$ cat src/sv/rfe_pkg.sv
// ----------------------------------------------------------------------------
// RGB fade engine package
// Shared widths, operation codes, sequencer states and control bundles.
// ----------------------------------------------------------------------------
package rfe_pkg;

   // Default configuration of the engine.
   localparam int SLOTS_DEF = 8;
   localparam int FRAC_DEF  = 16;

   // Fixed field widths.
   localparam int COLOR_W = 8;
   localparam int SLOT_W  = 3;
   localparam int DUR_W   = 12;
   localparam int DT_W    = 8;

   // Operation codes carried by an item.
   typedef enum logic [1:0] {
      FUNC_FADE   = 2'd0,
      FUNC_TICK   = 2'd1,
      FUNC_CANCEL = 2'd2,
      FUNC_SET    = 2'd3
   } func_type;

   // Sequencer states.
   typedef enum logic [4:0] {
      ST_IDLE,
      ST_SLOT,
      ST_RD,
      ST_SET_WR,
      ST_DIV_GO,
      ST_DIV_WAIT,
      ST_FADE_WR,
      ST_MUL_GO,
      ST_MUL_WAIT,
      ST_ADV_SUM,
      ST_ADV_WR,
      ST_NEAR,
      ST_SNAP_RD,
      ST_SNAP_WR,
      ST_CAN_WR,
      ST_FLAGS,
      ST_EMIT_RD,
      ST_EMIT_CAP,
      ST_EMIT_OUT
   } state_type;

   // Write strobes into the color store.
   typedef struct packed {
      logic cur_we;
      logic fade_we;
   } store_ctl_type;

   // Command to the shared multiply/divide unit.
   typedef struct packed {
      logic start;
      logic div;
   } mdu_ctl_type;

endpackage

$ cat src/sv/rgb_fade_engine_pingpong_unit.sv
// ----------------------------------------------------------------------------
// RGB fade engine with ping-pong
// Color slots fading linearly in fixed point between a start and an end
// color, driven by start, tick, cancel and set-color items.
// ----------------------------------------------------------------------------
// Usage:
//   req_* carries one item (valid/ready). Start fade and set color address
//   one slot and return one result item; tick and cancel walk every slot and
//   return one result item per slot, slot 0 first, rsp_last on the final one.
//   Start fade and set color on a slot number of SLOTS or above return nothing.
// Timing:
//   One item is worked at a time; req_ready is low until its last result
//   item sits in the output register. A sequencer drives a single shared
//   bit-serial multiply/divide unit and a single store port. Per channel a
//   fade start runs a division (one divide step per cycle) and a tick a
//   multiplication (12 multiply steps); reading a slot out for its result
//   goes through the store one channel after another.
// Reset and stalls:
//   Synchronous reset clears all colors to zero and stops all fades; no
//   clearing pass is needed. A stalled result holds the output register and
//   the engine waits before loading the next slot's result.
// ----------------------------------------------------------------------------
module rgb_fade_engine_pingpong_unit #(
   parameter int SLOTS     = rfe_pkg::SLOTS_DEF,
   parameter int FRAC_BITS = rfe_pkg::FRAC_DEF
) (
   input  logic                          clock,
   input  logic                          reset,
   input  logic                          req_valid,
   output logic                          req_ready,
   input  logic [1:0]                    req_func,
   input  logic [rfe_pkg::SLOT_W-1:0]    req_slot,
   input  logic [rfe_pkg::COLOR_W-1:0]   req_red,
   input  logic [rfe_pkg::COLOR_W-1:0]   req_green,
   input  logic [rfe_pkg::COLOR_W-1:0]   req_blue,
   input  logic [rfe_pkg::DUR_W-1:0]     req_duration,
   input  logic                          req_bounce,
   input  logic [rfe_pkg::DT_W-1:0]      req_elapsed,
   output logic                          rsp_valid,
   input  logic                          rsp_ready,
   output logic [rfe_pkg::SLOT_W-1:0]    rsp_out_slot,
   output logic [rfe_pkg::COLOR_W-1:0]   rsp_out_red,
   output logic [rfe_pkg::COLOR_W-1:0]   rsp_out_green,
   output logic [rfe_pkg::COLOR_W-1:0]   rsp_out_blue,
   output logic                          rsp_fading,
   output logic                          rsp_last
);
   import rfe_pkg::*;

   localparam int CW = COLOR_W + FRAC_BITS;
   localparam int PW = CW + DUR_W;
   localparam int SW = (SLOTS > 1) ? $clog2(SLOTS) : 1;

   store_ctl_type      st_ctl;
   logic [SW+1:0]      st_addr;
   logic [CW-1:0]      st_cur_wdata;
   logic [CW-1:0]      st_end_wdata;
   logic signed [CW:0] st_step_wdata;
   logic [CW-1:0]      cur_q, start_q, end_q;
   logic signed [CW:0] step_q;

   mdu_ctl_type        mdu_ctl;
   logic [CW-1:0]      mdu_a;
   logic [DUR_W-1:0]   mdu_b;
   logic               mdu_busy;
   logic [CW-1:0]      mdu_quo;
   logic [PW-1:0]      mdu_prod;

   // Sequencer, flags and output register.
   rfe_seq #(
      .SLOTS     (SLOTS),
      .FRAC_BITS (FRAC_BITS)
   ) u_seq (
      .clock         (clock),
      .reset         (reset),
      .req_valid     (req_valid),
      .req_ready     (req_ready),
      .req_func      (req_func),
      .req_slot      (req_slot),
      .req_red       (req_red),
      .req_green     (req_green),
      .req_blue      (req_blue),
      .req_duration  (req_duration),
      .req_bounce    (req_bounce),
      .req_elapsed   (req_elapsed),
      .rsp_valid     (rsp_valid),
      .rsp_ready     (rsp_ready),
      .rsp_out_slot  (rsp_out_slot),
      .rsp_out_red   (rsp_out_red),
      .rsp_out_green (rsp_out_green),
      .rsp_out_blue  (rsp_out_blue),
      .rsp_fading    (rsp_fading),
      .rsp_last      (rsp_last),
      .st_ctl        (st_ctl),
      .st_addr       (st_addr),
      .st_cur_wdata  (st_cur_wdata),
      .st_end_wdata  (st_end_wdata),
      .st_step_wdata (st_step_wdata),
      .cur_q         (cur_q),
      .start_q       (start_q),
      .end_q         (end_q),
      .step_q        (step_q),
      .mdu_ctl       (mdu_ctl),
      .mdu_a         (mdu_a),
      .mdu_b         (mdu_b),
      .mdu_busy      (mdu_busy),
      .mdu_quo       (mdu_quo),
      .mdu_prod      (mdu_prod)
   );

   // Color and fade parameter storage. A fade start records the current
   // color as its start point.
   rfe_store #(
      .SLOTS     (SLOTS),
      .FRAC_BITS (FRAC_BITS)
   ) u_store (
      .clock       (clock),
      .reset       (reset),
      .ctl         (st_ctl),
      .addr        (st_addr),
      .cur_wdata   (st_cur_wdata),
      .start_wdata (cur_q),
      .end_wdata   (st_end_wdata),
      .step_wdata  (st_step_wdata),
      .cur_q       (cur_q),
      .start_q     (start_q),
      .end_q       (end_q),
      .step_q      (step_q)
   );

   // Shared bit-serial multiply/divide unit.
   rfe_mdu #(
      .FRAC_BITS (FRAC_BITS)
   ) u_mdu (
      .clock (clock),
      .reset (reset),
      .ctl   (mdu_ctl),
      .op_a  (mdu_a),
      .op_b  (mdu_b),
      .busy  (mdu_busy),
      .quo   (mdu_quo),
      .prod  (mdu_prod)
   );

   // A result item that is not the last of its run means the run is still
   // in progress, so no new item may be taken.
   a_no_accept_mid_run : assert property (@(posedge clock) disable iff (reset)
      (rsp_valid && !rsp_last) |-> !req_ready)
      else $error("input accepted while a run still has results to deliver");

   // The shared unit is never restarted while it is still iterating.
   a_mdu_no_restart : assert property (@(posedge clock) disable iff (reset)
      mdu_ctl.start |-> !mdu_busy)
      else $error("multiply/divide unit started while busy");

   // Whenever the engine is ready for an item, the shared unit is idle.
   a_ready_mdu_idle : assert property (@(posedge clock) disable iff (reset)
      req_ready |-> !mdu_busy)
      else $error("engine ready while multiply/divide unit is busy");

   // A started operation keeps the unit busy in the following cycle.
   a_mdu_runs : assert property (@(posedge clock) disable iff (reset)
      mdu_ctl.start |=> mdu_busy)
      else $error("multiply/divide unit did not start");

endmodule

$ cat src/sv/rfe_mdu.sv
// ----------------------------------------------------------------------------
// RGB fade engine multiply/divide unit
// One shared adder, used one bit per cycle for restoring division
// (quotient of a channel difference by a duration) or for shift-add
// multiplication (step magnitude times elapsed ticks).
// ----------------------------------------------------------------------------
module rfe_mdu #(
   parameter int FRAC_BITS = rfe_pkg::FRAC_DEF
) (
   input  logic                                            clock,
   input  logic                                            reset,
   input  rfe_pkg::mdu_ctl_type                            ctl,
   input  logic [rfe_pkg::COLOR_W+FRAC_BITS-1:0]           op_a,
   input  logic [rfe_pkg::DUR_W-1:0]                       op_b,
   output logic                                            busy,
   output logic [rfe_pkg::COLOR_W+FRAC_BITS-1:0]           quo,
   output logic [rfe_pkg::COLOR_W+FRAC_BITS+rfe_pkg::DUR_W-1:0] prod
);
   import rfe_pkg::*;

   localparam int CW    = COLOR_W + FRAC_BITS;
   localparam int PW    = CW + DUR_W;
   localparam int CNT_W = $clog2(CW + 1);

   logic             busy_ff, busy_in;
   logic             div_ff, div_in;
   logic [CNT_W-1:0] cnt_ff, cnt_in;
   logic [CW-1:0]    a_ff, a_in;
   logic [DUR_W-1:0] b_ff, b_in;
   logic [DUR_W-1:0] rem_ff, rem_in;
   logic [PW-1:0]    acc_ff, acc_in;

   logic [PW-1:0]    add_x, add_y, add_sum;
   logic             add_c;
   logic             trial_ok;

   // Shared adder: trial subtract for division, accumulate for multiply.
   always_comb begin
      if (div_ff) begin
         add_x = PW'({rem_ff, a_ff[CW-1]});
         add_y = ~PW'(b_ff);
         add_c = 1'b1;
      end else begin
         add_x = {acc_ff[PW-2:0], 1'b0};
         add_y = b_ff[DUR_W-1] ? PW'(a_ff) : '0;
         add_c = 1'b0;
      end
   end

   assign add_sum  = add_x + add_y + PW'(add_c);
   assign trial_ok = ~add_sum[PW-1];

   // One iteration per cycle while busy.
   always_comb begin
      busy_in = busy_ff;
      div_in  = div_ff;
      cnt_in  = cnt_ff;
      a_in    = a_ff;
      b_in    = b_ff;
      rem_in  = rem_ff;
      acc_in  = acc_ff;
      if (ctl.start) begin
         busy_in = 1'b1;
         div_in  = ctl.div;
         cnt_in  = ctl.div ? CNT_W'(CW) : CNT_W'(DUR_W);
         a_in    = op_a;
         b_in    = op_b;
         rem_in  = '0;
         acc_in  = '0;
      end else if (busy_ff) begin
         cnt_in = cnt_ff - CNT_W'(1);
         if (cnt_ff == CNT_W'(1)) begin
            busy_in = 1'b0;
         end
         if (div_ff) begin
            rem_in = trial_ok ? add_sum[DUR_W-1:0] : {rem_ff[DUR_W-2:0], a_ff[CW-1]};
            a_in   = {a_ff[CW-2:0], trial_ok};
         end else begin
            acc_in = add_sum;
            b_in   = {b_ff[DUR_W-2:0], 1'b0};
         end
      end
   end

   always_ff @(posedge clock) begin
      if (reset) begin
         busy_ff <= 1'b0;
      end else begin
         busy_ff <= busy_in;
      end
      div_ff <= div_in;
      cnt_ff <= cnt_in;
      a_ff   <= a_in;
      b_ff   <= b_in;
      rem_ff <= rem_in;
      acc_ff <= acc_in;
   end

   assign busy = busy_ff;
   assign quo  = a_ff;
   assign prod = acc_ff;

endmodule

$ cat src/sv/rfe_store.sv
// ----------------------------------------------------------------------------
// RGB fade engine color store
// Per slot and channel: current color, fade start, fade end and step.
// One address per cycle, registered read data. The current color has a
// valid bit per entry so that it reads as zero until first written.
// ----------------------------------------------------------------------------
module rfe_store #(
   parameter int SLOTS     = rfe_pkg::SLOTS_DEF,
   parameter int FRAC_BITS = rfe_pkg::FRAC_DEF
) (
   input  logic                                        clock,
   input  logic                                        reset,
   input  rfe_pkg::store_ctl_type                      ctl,
   input  logic [((SLOTS > 1) ? $clog2(SLOTS) : 1)+1:0] addr,
   input  logic [rfe_pkg::COLOR_W+FRAC_BITS-1:0]       cur_wdata,
   input  logic [rfe_pkg::COLOR_W+FRAC_BITS-1:0]       start_wdata,
   input  logic [rfe_pkg::COLOR_W+FRAC_BITS-1:0]       end_wdata,
   input  logic signed [rfe_pkg::COLOR_W+FRAC_BITS:0]  step_wdata,
   output logic [rfe_pkg::COLOR_W+FRAC_BITS-1:0]       cur_q,
   output logic [rfe_pkg::COLOR_W+FRAC_BITS-1:0]       start_q,
   output logic [rfe_pkg::COLOR_W+FRAC_BITS-1:0]       end_q,
   output logic signed [rfe_pkg::COLOR_W+FRAC_BITS:0]  step_q
);
   import rfe_pkg::*;

   localparam int CW    = COLOR_W + FRAC_BITS;
   localparam int DEPTH = SLOTS * 4;

   logic [CW-1:0]        cur_mem   [DEPTH];
   logic [CW-1:0]        start_mem [DEPTH];
   logic [CW-1:0]        end_mem   [DEPTH];
   logic signed [CW:0]   step_mem  [DEPTH];
   logic [DEPTH-1:0]     vld_ff;

   logic [CW-1:0]        cur_rd_ff;
   logic                 rd_vld_ff;
   logic [CW-1:0]        start_rd_ff;
   logic [CW-1:0]        end_rd_ff;
   logic signed [CW:0]   step_rd_ff;

   // Current color memory with its valid bits.
   always_ff @(posedge clock) begin
      if (reset) begin
         vld_ff <= '0;
      end else if (ctl.cur_we) begin
         vld_ff[addr] <= 1'b1;
      end
      if (ctl.cur_we) begin
         cur_mem[addr] <= cur_wdata;
      end
      cur_rd_ff <= cur_mem[addr];
      rd_vld_ff <= vld_ff[addr];
   end

   // Fade parameter memories, written together by a fade start.
   always_ff @(posedge clock) begin
      if (ctl.fade_we) begin
         start_mem[addr] <= start_wdata;
         end_mem[addr]   <= end_wdata;
         step_mem[addr]  <= step_wdata;
      end
      start_rd_ff <= start_mem[addr];
      end_rd_ff   <= end_mem[addr];
      step_rd_ff  <= step_mem[addr];
   end

   assign cur_q   = rd_vld_ff ? cur_rd_ff : '0;
   assign start_q = start_rd_ff;
   assign end_q   = end_rd_ff;
   assign step_q  = step_rd_ff;

endmodule

$ cat src/sv/rfe_seq.sv
// ----------------------------------------------------------------------------
// RGB fade engine sequencer
// Walks slots and channels for each item, drives the store and the shared
// multiply/divide unit, keeps the per-slot fade flags and owns the result
// output register.
// ----------------------------------------------------------------------------
module rfe_seq #(
   parameter int SLOTS     = rfe_pkg::SLOTS_DEF,
   parameter int FRAC_BITS = rfe_pkg::FRAC_DEF
) (
   input  logic                                        clock,
   input  logic                                        reset,
   // Input item channel.
   input  logic                                        req_valid,
   output logic                                        req_ready,
   input  logic [1:0]                                  req_func,
   input  logic [rfe_pkg::SLOT_W-1:0]                  req_slot,
   input  logic [rfe_pkg::COLOR_W-1:0]                 req_red,
   input  logic [rfe_pkg::COLOR_W-1:0]                 req_green,
   input  logic [rfe_pkg::COLOR_W-1:0]                 req_blue,
   input  logic [rfe_pkg::DUR_W-1:0]                   req_duration,
   input  logic                                        req_bounce,
   input  logic [rfe_pkg::DT_W-1:0]                    req_elapsed,
   // Result channel.
   output logic                                        rsp_valid,
   input  logic                                        rsp_ready,
   output logic [rfe_pkg::SLOT_W-1:0]                  rsp_out_slot,
   output logic [rfe_pkg::COLOR_W-1:0]                 rsp_out_red,
   output logic [rfe_pkg::COLOR_W-1:0]                 rsp_out_green,
   output logic [rfe_pkg::COLOR_W-1:0]                 rsp_out_blue,
   output logic                                        rsp_fading,
   output logic                                        rsp_last,
   // Color store.
   output rfe_pkg::store_ctl_type                      st_ctl,
   output logic [((SLOTS > 1) ? $clog2(SLOTS) : 1)+1:0] st_addr,
   output logic [rfe_pkg::COLOR_W+FRAC_BITS-1:0]       st_cur_wdata,
   output logic [rfe_pkg::COLOR_W+FRAC_BITS-1:0]       st_end_wdata,
   output logic signed [rfe_pkg::COLOR_W+FRAC_BITS:0]  st_step_wdata,
   input  logic [rfe_pkg::COLOR_W+FRAC_BITS-1:0]       cur_q,
   input  logic [rfe_pkg::COLOR_W+FRAC_BITS-1:0]       start_q,
   input  logic [rfe_pkg::COLOR_W+FRAC_BITS-1:0]       end_q,
   input  logic signed [rfe_pkg::COLOR_W+FRAC_BITS:0]  step_q,
   // Multiply/divide unit.
   output rfe_pkg::mdu_ctl_type                        mdu_ctl,
   output logic [rfe_pkg::COLOR_W+FRAC_BITS-1:0]       mdu_a,
   output logic [rfe_pkg::DUR_W-1:0]                   mdu_b,
   input  logic                                        mdu_busy,
   input  logic [rfe_pkg::COLOR_W+FRAC_BITS-1:0]       mdu_quo,
   input  logic [rfe_pkg::COLOR_W+FRAC_BITS+rfe_pkg::DUR_W-1:0] mdu_prod
);
   import rfe_pkg::*;

   localparam int CW    = COLOR_W + FRAC_BITS;
   localparam int PW    = CW + DUR_W;
   localparam int SUM_W = PW + 2;
   localparam int SW    = (SLOTS > 1) ? $clog2(SLOTS) : 1;
   localparam logic [SW-1:0] LAST_IDX = SW'(SLOTS - 1);
   localparam logic [1:0]    LAST_CH  = 2'd2;

   state_type state_ff, state_in;
   func_type  func_ff, func_in;
   logic [SW-1:0]                 idx_ff, idx_in;
   logic [1:0]                    ch_ff, ch_in;
   logic [2:0][COLOR_W-1:0]       col_ff, col_in;
   logic [DUR_W-1:0]              dur_ff, dur_in;
   logic                          bounce_ff, bounce_in;
   logic [DT_W-1:0]               dt_ff, dt_in;
   logic [SLOTS-1:0]              active_ff, active_in;
   logic [SLOTS-1:0]              forward_ff, forward_in;
   logic [SLOTS-1:0]              repeat_ff, repeat_in;
   logic                          near_ff, near_in;
   logic                          diff_neg_ff, diff_neg_in;
   logic                          diff_nz_ff, diff_nz_in;
   logic [CW-1:0]                 dist_ff, dist_in;
   logic [SUM_W-1:0]              sum_ff, sum_in;
   logic [CW-1:0]                 new_ff, new_in;
   logic [2:0][COLOR_W-1:0]       emit_ff, emit_in;
   logic                          rsp_valid_ff, rsp_valid_in;
   logic [SLOT_W-1:0]             rsp_slot_ff, rsp_slot_in;
   logic [2:0][COLOR_W-1:0]       rsp_col_ff, rsp_col_in;
   logic                          rsp_fading_ff, rsp_fading_in;
   logic                          rsp_last_ff, rsp_last_in;

   logic [CW-1:0]      col_fix;
   logic [CW-1:0]      tgt;
   logic signed [CW:0] diff_s;
   logic [CW-1:0]      diff_mag;
   logic [CW-1:0]      q_adj;
   logic signed [CW:0] step_new;
   logic [CW-1:0]      step_abs;
   logic signed [CW:0] dist_s;
   logic [CW-1:0]      dist_mag;
   logic               dir_neg;
   logic [SUM_W-1:0]   cur_wide;
   logic [SUM_W-1:0]   md_wide;
   logic [CW-1:0]      clamp_v;
   logic               move_ok;
   logic signed [CW:0] ndist_s;
   logic [CW-1:0]      ndist_mag;
   logic               near_ch;
   logic               slot_ok;
   logic               is_last;
   logic               out_free;

   // Written color in channel fixed point, and the current fade target.
   assign col_fix = {col_ff[ch_ff], {FRAC_BITS{1'b0}}};
   assign tgt     = forward_ff[idx_ff] ? end_q : start_q;

   // Fade start: difference to the new end color and its per-tick step.
   assign diff_s   = $signed({1'b0, col_fix}) - $signed({1'b0, cur_q});
   assign diff_mag = diff_s[CW] ? CW'(-diff_s) : diff_s[CW-1:0];
   assign q_adj    = (mdu_quo == '0 && diff_nz_ff) ? CW'(1) : mdu_quo;
   assign step_new = diff_neg_ff ? -$signed({1'b0, q_adj}) : $signed({1'b0, q_adj});

   // Tick: distance to target and the moved value.
   assign step_abs = step_q[CW] ? CW'(-step_q) : step_q[CW-1:0];
   assign dist_s   = $signed({1'b0, cur_q}) - $signed({1'b0, tgt});
   assign dist_mag = dist_s[CW] ? CW'(-dist_s) : dist_s[CW-1:0];
   assign dir_neg  = step_q[CW] ^ ~forward_ff[idx_ff];
   assign cur_wide = SUM_W'(cur_q);
   assign md_wide  = SUM_W'(mdu_prod);
   assign move_ok  = PW'(dist_ff) >= mdu_prod;

   // Saturate the moved value to the channel range.
   assign clamp_v = sum_ff[SUM_W-1]          ? '0 :
                    (|sum_ff[SUM_W-2:CW])    ? '1 : sum_ff[CW-1:0];

   // Near test on the updated channel value.
   assign ndist_s   = $signed({1'b0, new_ff}) - $signed({1'b0, tgt});
   assign ndist_mag = ndist_s[CW] ? CW'(-ndist_s) : ndist_s[CW-1:0];
   assign near_ch   = PW'(ndist_mag) <= mdu_prod;

   assign slot_ok  = 32'(req_slot) < SLOTS;
   assign is_last  = (func_ff == FUNC_FADE) || (func_ff == FUNC_SET) || (idx_ff == LAST_IDX);
   assign out_free = ~rsp_valid_ff | rsp_ready;

   // Store address and write data.
   assign st_addr       = {idx_ff, ch_ff};
   assign st_end_wdata  = col_fix;
   assign st_step_wdata = step_new;

   always_comb begin
      unique case (state_ff)
         ST_SET_WR:  st_cur_wdata = col_fix;
         ST_ADV_WR:  st_cur_wdata = clamp_v;
         ST_SNAP_WR: st_cur_wdata = tgt;
         default:    st_cur_wdata = start_q;
      endcase
   end

   // Next state and control.
   always_comb begin
      state_in      = state_ff;
      func_in       = func_ff;
      idx_in        = idx_ff;
      ch_in         = ch_ff;
      col_in        = col_ff;
      dur_in        = dur_ff;
      bounce_in     = bounce_ff;
      dt_in         = dt_ff;
      active_in     = active_ff;
      forward_in    = forward_ff;
      repeat_in     = repeat_ff;
      near_in       = near_ff;
      diff_neg_in   = diff_neg_ff;
      diff_nz_in    = diff_nz_ff;
      dist_in       = dist_ff;
      sum_in        = sum_ff;
      new_in        = new_ff;
      emit_in       = emit_ff;
      rsp_valid_in  = rsp_valid_ff & ~rsp_ready;
      rsp_slot_in   = rsp_slot_ff;
      rsp_col_in    = rsp_col_ff;
      rsp_fading_in = rsp_fading_ff;
      rsp_last_in   = rsp_last_ff;
      req_ready     = 1'b0;
      st_ctl        = '0;
      mdu_ctl       = '0;
      mdu_a         = diff_mag;
      mdu_b         = dur_ff;

      unique case (state_ff)
         ST_IDLE: begin
            req_ready = 1'b1;
            if (req_valid) begin
               func_in   = func_type'(req_func);
               col_in    = {req_blue, req_green, req_red};
               dur_in    = (req_duration == '0) ? DUR_W'(1) : req_duration;
               bounce_in = req_bounce;
               dt_in     = req_elapsed;
               ch_in     = '0;
               unique case (func_type'(req_func))
                  FUNC_FADE: begin
                     idx_in = SW'(req_slot);
                     if (slot_ok) begin
                        state_in = ST_RD;
                     end
                  end
                  FUNC_SET: begin
                     idx_in = SW'(req_slot);
                     if (slot_ok) begin
                        state_in = ST_SET_WR;
                     end
                  end
                  default: begin
                     idx_in   = '0;
                     state_in = ST_SLOT;
                  end
               endcase
            end
         end

         // Skip slots without a running fade.
         ST_SLOT: begin
            ch_in   = '0;
            near_in = 1'b1;
            state_in = active_ff[idx_ff] ? ST_RD : ST_EMIT_RD;
         end

         ST_RD: begin
            unique case (func_ff)
               FUNC_FADE:   state_in = ST_DIV_GO;
               FUNC_TICK:   state_in = ST_MUL_GO;
               FUNC_CANCEL: state_in = ST_CAN_WR;
               default:     state_in = ST_SET_WR;
            endcase
         end

         ST_SET_WR: begin
            st_ctl.cur_we = 1'b1;
            if (ch_ff == LAST_CH) begin
               ch_in    = '0;
               state_in = ST_EMIT_RD;
            end else begin
               ch_in = ch_ff + 2'd1;
            end
         end

         // Step = difference / duration, by the shared divider.
         ST_DIV_GO: begin
            mdu_ctl.start = 1'b1;
            mdu_ctl.div   = 1'b1;
            diff_neg_in   = diff_s[CW];
            diff_nz_in    = diff_s != '0;
            state_in      = ST_DIV_WAIT;
         end

         ST_DIV_WAIT: begin
            if (!mdu_busy) begin
               state_in = ST_FADE_WR;
            end
         end

         ST_FADE_WR: begin
            st_ctl.fade_we = 1'b1;
            if (ch_ff == LAST_CH) begin
               ch_in    = '0;
               state_in = ST_FLAGS;
            end else begin
               ch_in    = ch_ff + 2'd1;
               state_in = ST_RD;
            end
         end

         // Delta magnitude = |step| * elapsed, by the shared multiplier.
         ST_MUL_GO: begin
            mdu_ctl.start = 1'b1;
            mdu_a         = step_abs;
            mdu_b         = DUR_W'(dt_ff);
            state_in      = ST_MUL_WAIT;
         end

         ST_MUL_WAIT: begin
            if (!mdu_busy) begin
               state_in = ST_ADV_SUM;
            end
         end

         ST_ADV_SUM: begin
            dist_in  = dist_mag;
            sum_in   = dir_neg ? cur_wide - md_wide : cur_wide + md_wide;
            state_in = ST_ADV_WR;
         end

         // A channel moves only while a full delta away from the target.
         ST_ADV_WR: begin
            if (move_ok) begin
               st_ctl.cur_we = 1'b1;
               new_in        = clamp_v;
            end else begin
               new_in = cur_q;
            end
            state_in = ST_NEAR;
         end

         ST_NEAR: begin
            near_in = near_ff & near_ch;
            if (ch_ff == LAST_CH) begin
               ch_in    = '0;
               state_in = (near_ff & near_ch) ? ST_SNAP_RD : ST_EMIT_RD;
            end else begin
               ch_in    = ch_ff + 2'd1;
               state_in = ST_RD;
            end
         end

         ST_SNAP_RD: begin
            state_in = ST_SNAP_WR;
         end

         ST_SNAP_WR: begin
            st_ctl.cur_we = 1'b1;
            if (ch_ff == LAST_CH) begin
               ch_in    = '0;
               state_in = ST_FLAGS;
            end else begin
               ch_in    = ch_ff + 2'd1;
               state_in = ST_SNAP_RD;
            end
         end

         ST_CAN_WR: begin
            st_ctl.cur_we = 1'b1;
            if (ch_ff == LAST_CH) begin
               ch_in    = '0;
               state_in = ST_FLAGS;
            end else begin
               ch_in    = ch_ff + 2'd1;
               state_in = ST_RD;
            end
         end

         // Per-slot flag update at the end of the slot's work.
         ST_FLAGS: begin
            unique case (func_ff)
               FUNC_FADE: begin
                  active_in[idx_ff]  = 1'b1;
                  forward_in[idx_ff] = 1'b1;
                  repeat_in[idx_ff]  = bounce_ff;
               end
               FUNC_TICK: begin
                  if (repeat_ff[idx_ff]) begin
                     forward_in[idx_ff] = ~forward_ff[idx_ff];
                  end else begin
                     active_in[idx_ff] = 1'b0;
                  end
               end
               default: begin
                  active_in[idx_ff]  = 1'b0;
                  forward_in[idx_ff] = 1'b1;
               end
            endcase
            state_in = ST_EMIT_RD;
         end

         ST_EMIT_RD: begin
            state_in = ST_EMIT_CAP;
         end

         ST_EMIT_CAP: begin
            emit_in[ch_ff] = cur_q[CW-1 -: COLOR_W];
            if (ch_ff == LAST_CH) begin
               ch_in    = '0;
               state_in = ST_EMIT_OUT;
            end else begin
               ch_in    = ch_ff + 2'd1;
               state_in = ST_EMIT_RD;
            end
         end

         // Hand the slot's item to the output register once it is free.
         ST_EMIT_OUT: begin
            if (out_free) begin
               rsp_valid_in  = 1'b1;
               rsp_slot_in   = SLOT_W'(idx_ff);
               rsp_col_in    = emit_ff;
               rsp_fading_in = active_ff[idx_ff];
               rsp_last_in   = is_last;
               if (is_last) begin
                  state_in = ST_IDLE;
               end else begin
                  idx_in   = idx_ff + SW'(1);
                  state_in = ST_SLOT;
               end
            end
         end

         default: begin
            state_in = ST_IDLE;
         end
      endcase
   end

   // State and control registers.
   always_ff @(posedge clock) begin
      if (reset) begin
         state_ff     <= ST_IDLE;
         active_ff    <= '0;
         forward_ff   <= '1;
         repeat_ff    <= '0;
         rsp_valid_ff <= 1'b0;
      end else begin
         state_ff     <= state_in;
         active_ff    <= active_in;
         forward_ff   <= forward_in;
         repeat_ff    <= repeat_in;
         rsp_valid_ff <= rsp_valid_in;
      end
   end

   // Working and payload registers.
   always_ff @(posedge clock) begin
      func_ff       <= func_in;
      idx_ff        <= idx_in;
      ch_ff         <= ch_in;
      col_ff        <= col_in;
      dur_ff        <= dur_in;
      bounce_ff     <= bounce_in;
      dt_ff         <= dt_in;
      near_ff       <= near_in;
      diff_neg_ff   <= diff_neg_in;
      diff_nz_ff    <= diff_nz_in;
      dist_ff       <= dist_in;
      sum_ff        <= sum_in;
      new_ff        <= new_in;
      emit_ff       <= emit_in;
      rsp_slot_ff   <= rsp_slot_in;
      rsp_col_ff    <= rsp_col_in;
      rsp_fading_ff <= rsp_fading_in;
      rsp_last_ff   <= rsp_last_in;
   end

   assign rsp_valid     = rsp_valid_ff;
   assign rsp_out_slot  = rsp_slot_ff;
   assign rsp_out_red   = rsp_col_ff[0];
   assign rsp_out_green = rsp_col_ff[1];
   assign rsp_out_blue  = rsp_col_ff[2];
   assign rsp_fading    = rsp_fading_ff;
   assign rsp_last      = rsp_last_ff;

endmodule
$ cat config.mk
export PLATFORM = sky130hd
export DESIGN_NAME = rgb_fade_engine_pingpong_unit
export DESIGN_NICKNAME = d
export VERILOG_FILES = /design/src/sv/rfe_pkg.sv /design/src/sv/rgb_fade_engine_pingpong_unit.sv /design/src/sv/rfe_mdu.sv /design/src/sv/rfe_store.sv /design/src/sv/rfe_seq.sv
export SDC_FILE = /design/constraint.sdc
export NUM_CORES = 2
export LEC_CHECK = 0
export ABC_AREA = 0
export BUFFER_PORTS_ARGS = -buffer_cell sky130_fd_sc_hd__buf_4
export CAP_MARGIN = 20
export CELL_PAD_IN_SITES_DETAIL_PLACEMENT = 1
export CELL_PAD_IN_SITES_GLOBAL_PLACEMENT = 2
export CORE_MARGIN = 3
export CORE_UTILIZATION = 39
export CTS_CLUSTER_DIAMETER = 40
export DETAILED_ROUTE_END_ITERATION = 12
export PLACE_DENSITY_LB_ADDON = 0.05
export SLEW_MARGIN = 20
export SYNTH_ARGS = -nofsm -noshare
export SYNTH_HDL_FRONTEND = slang
export SYNTH_SLANG_ARGS = --single-unit
$ cat constraint.sdc
create_clock -name clock -period 8.2 [get_ports clock]
set_input_delay 0.82 -clock clock [delete_from_list [all_inputs] [get_ports clock]]
set_output_delay 0.82 -clock clock [all_outputs]
set_load 0.02 [all_outputs]
==> results.md <==
* Required arrival time at the worst endpoint at 9.07 ns
* Number of violations of the max-capacitance limit at 0
* Cell type with the largest total area after synthesis: sky130_fd_sc_hd__edfxtp_1
* Most numerous cell types in the synthesized netlist: sky130_fd_sc_hd__edfxtp_1 (2828), sky130_fd_sc_hd__mux4_2 (656), sky130_fd_sc_hd__a22oi_1 (356)
* Critical path's largest stage delay at approximately 0.60 ns
* Total vias in the final route at between 70000 and 80000
* Layout area overhead at 19.89%
* Power Total at around 56000 uW
* TNS Setup at 0 ns
* Register clock-pin slew on the reported worst setup and hold paths at 0.05 ns
* Number of DRC violations after detailed-routing iteration 0 at about 6900
* Final Routed Wirelength at 422.1 mm
* Clock skew after layout at 0.09199 ns
* Number of global-route vias before repair at 73890
* Fraction of layout instances using a drive strength above 1 at approximately 26%
* Sum of net half-perimeters after detailed placement at 252.0 mm
* Number of nets in the finished design at 7714
* Net count after synthesis at 7222
* RSZ-0062 raised after global routing: no
* Cell count after synthesis at 6968
* Number of antenna violations at the first check in global routing at 25
* Setup violation total in the final timing report at 0
* Post-synthesis share of cell area spent on and, or, nand and nor gates at 4.156%
* Synthesized area divided by synthesized cell count at 17.82 sq um
* Data arrival at the endpoint of the critical path at 8.22 ns
* Core box area at 0.3160 sq mm
* Fraction of power spent switching nets at 33.09%
* Depth of the CTS H-tree at 5
* Most common cell in the synthesized netlist: sky130_fd_sc_hd__edfxtp_1
* Flop pwr share at 34.6%
* Buffers from clock root to sink, at most at 4
* Hold Fails Final Rpt at 0
* Crit-path max FO at 17
* Skew-Pair Late Insertion Delay at ~0.99 ns
* Total length of routed met3 wires at 19.84 mm
* Highest ir drop seen on vdd at 0.2221 mV
* Average wire length per cell after detail routing at 35.05 microns
* GRT Residual Overflow at 0
* Final Max Tran Viols at 0
* Internal Dissipation at between 30000 and 40000 uW
* Die area at 0.3252 sq mm
* Detailed-routing iteration count for the pre-antenna-repair pass at 8
* Dominant cells by area after synthesis: sky130_fd_sc_hd__edfxtp_1 (68%), sky130_fd_sc_hd__mux4_2 (12%), sky130_fd_sc_hd__dfxtp_1 (3.1%), sky130_fd_sc_hd__a22oi_1 (2.2%), sky130_fd_sc_hd__ha_1 (2.0%)
* Area share of xor/xnor cells in the synthesized design at 1.647%
* Post-synthesis sequential element count at 3021
* Starting utilization of the core area at 39.30%
* Critical path type: reg -> reg
* Worst rel slew slack at 19.19%
* EDFF count, synth at 2828
* Leak pwr at 0.04797 uW
* Detail-routed via count per cell at 5.862
* Post-route DRC violation count at 0
* Power density normalized to cell area at 376.9 mW/mm^2
* Sort of element at the start of the critical path: flop
* Port buffer count at 84
* Max Fclk at 136.0 MHz
* Worst Max-Slew Pin Slew at 1.209 ns
* Root Driver: sky130_fd_sc_hd__clkbuf_16
* Post-synth top area share at 68.39%
* First-pass GRT wire length at 590.2 mm
* Comb power frac at between 20 and 30%
* Portion of netlist area occupied by mux cells at 12.29%
* Crit-path slowest cell: sky130_fd_sc_hd__a31o_1
* Routability congestion estimate at 0.8295
* Number of resized instances in the post-cts repair step at 0
* Min setup slack post-route at 0.8485 ns
* Vertical die dimension at 570.3 microns
* Detailed-routed wire length on met2 at around 200 mm
* Proportion of synthesized flip-flops having asynchronous set or reset at 0%
* Warning count from the yosys run at 0
* Combinational family with the most area after synthesis: multiplexers
* Portion of total power attributed to the clock network at 36.6%
* Worst setup EP type: flop
* Result of the run: completed
* Largest net degree at the start of global routing at approximately 100
* I/O pin cnt at 85
* Switching power summed over all nets at around 19000 uW
* Overall fraction of global-route tracks in use at 25.73%
* Number of buffers inserted during clock tree synthesis at about 470
* Top routing layer in use: met5
* Die Span X at 570.3 microns
* Sequential-to-total area share from yosys stat at 71.50%
* Prevailing post-synth register cell: sky130_fd_sc_hd__edfxtp_1
* Share of the cycle needed by the critical path after routing at 89.65%
* Final worst path period need at between 7 and 8 ns
* Setup Slack @ Placement at approximately 0.82 ns
* Synthesized-area fraction occupied by ao, oa, aoi and oai cells at 6.625%
* Clock tree from TritonCTS: built
* Adder-cell share of the synthesized area at 2.052%
* Number of distinct standard cells referenced by the synthesized netlist at 109
* Cell area after synthesis at ~0.12 sq mm
* Met1 wire length at between 150 and 200 mm
* Site Rows at slightly above 200
* Kind of path behind the tightest hold check: in -> reg
* Number of clock sinks at 3021
* Final ANT Viol Nets at 0
flip-flops by register name (all words and copies together), names as in the netlist, 24 cells and up, named ones only:
| signal | count |
|---|---|
| u_mdu.prod | 36 |
| u_store.vld_ff | 32 |
| u_store.end_mem | 256 |
| u_store.start_mem | 768 |
| u_store.step_q | 25 |
| u_seq.col_ff | 24 |
| u_seq.new_ff | 24 |
| u_seq.emit_ff | 24 |
| u_store.cur_mem | 768 |
| u_seq.dist_ff | 24 |
| u_seq.sum_ff | 38 |
| u_store.step_mem | 800 |
| u_store.start_q | 24 |
| u_mdu.quo | 24 |
| u_store.cur_rd_ff | 24 |
logic make-up after synthesis:
group	Yosys count
compound gates	1185
xor+xnor	231
fa+ha+maj	200
buf+inv	563
flops	3021
mux	703
simple gates	1065
power groups by stage:
stage | clock network, uW | registers, uW | logic [uW]
after floorplan | 0 | 19400 | 10200
after global placement | 0 | 19700 | 16100
after detailed placement | 0 | 19700 | 16200
after CTS | 20900 | 19400 | 16300
after global routing | 21600 | 19400 | 17400
final | 20500 | 19400 | 16200
worst paths after layout:
path | cells after the start | start | slack [ns] | endpoint
max reg2reg | 30 | u_seq.idx_ff[1]$_DFFE_PP_ | 0.85 | u_seq.state_ff[4]$_SDFFE_PP0P_
max | 30 | u_seq.idx_ff[1]$_DFFE_PP_ | 0.85 | u_seq.state_ff[4]$_SDFFE_PP0P_
min reg2reg | 0 | u_seq.emit_ff[17]$_DFFE_PP_ | 0.41 | u_seq.rsp_out_blue[1]$_DFFE_PP_
min | 1 | req_duration[10] | 0.08 | u_seq.dur_ff[10]$_SDFFCE_PN0P_
worst max-delay path, delay by kind of cell, from the launching register on:
kind | cells | cell delay [ns]
xor gates and xnor gates | 1 | 0.17
and+or+nand+nor | 9 | 1.91
AOI/OAI and AO/OA | 15 | 3.17
DFF | 1 | 0.52
buffers and inverters | 2 | 0.45
adders and majority gates | 3 | 1.00
cells in the final DEF, fill, tap and decap left out, drive strengths merged, types with 38 or more instances in the layout:
| cell | instances |
|---|---|
| xor2 | 77 |
| a21o | 74 |
| inv | 240 |
| dfxtp | 193 |
| nand3 | 77 |
| edfxtp | 2828 |
| ha | 194 |
| clkinvlp | 51 |
| a21oi | 204 |
| mux4 | 656 |
| o21ai | 218 |
| a22oi | 357 |
| clkbuf | 539 |
| bufinv | 67 |
| buf | 362 |
| nor2 | 237 |
| nor3 | 118 |
| xnor2 | 154 |
| o31ai | 38 |
| clkinv | 169 |
| nand2 | 325 |
| dlygate4sd3 | 43 |
| nand4 | 112 |
final cells by class:
type	count	area [sq um]
clock inverters	350	4203
fillers	29330	167100
diodes	7	17.52
flip-flops and latches	3021	88790
inverters	177	664.4
multi-input cells	3384	34170
repair buffers	405	3585
clock buffers	539	12240
well taps	4160	5205
stage by stage:
stage / hold WS (ns) / instance area [sq um] / std cells / utilization, %
2_1_floorplan: 0.4003 / 124200 / 6968 / -
3_3_place_gp: 0.4016 / 131700 / 11090 / 41.66
3_5_place_dp: 0.4056 / 131800 / 11090 / 41.70
4_1_cts: 0.0008419 / 148600 / 12030 / 47.04
5_1_grt: 0.02911 / 148900 / 12040 / 47.11
6_report: 0.08037 / 148900 / 12040 / 47.11
timing repair:
action	CTS	global route
hold buffers	43	0
buffers inserted	0	0
endpoints found under the hold margin	43	0
metal layers:
metal / GRT usage (%) / vias to the layer above
met5: 0 / -
met4: 6.016 / 6
met3: 2.991 / 549
met2: 42.38 / 1978
met1: 36.66 / 38560
li1: - / 29500
Power figures use the tool's default switching activity.
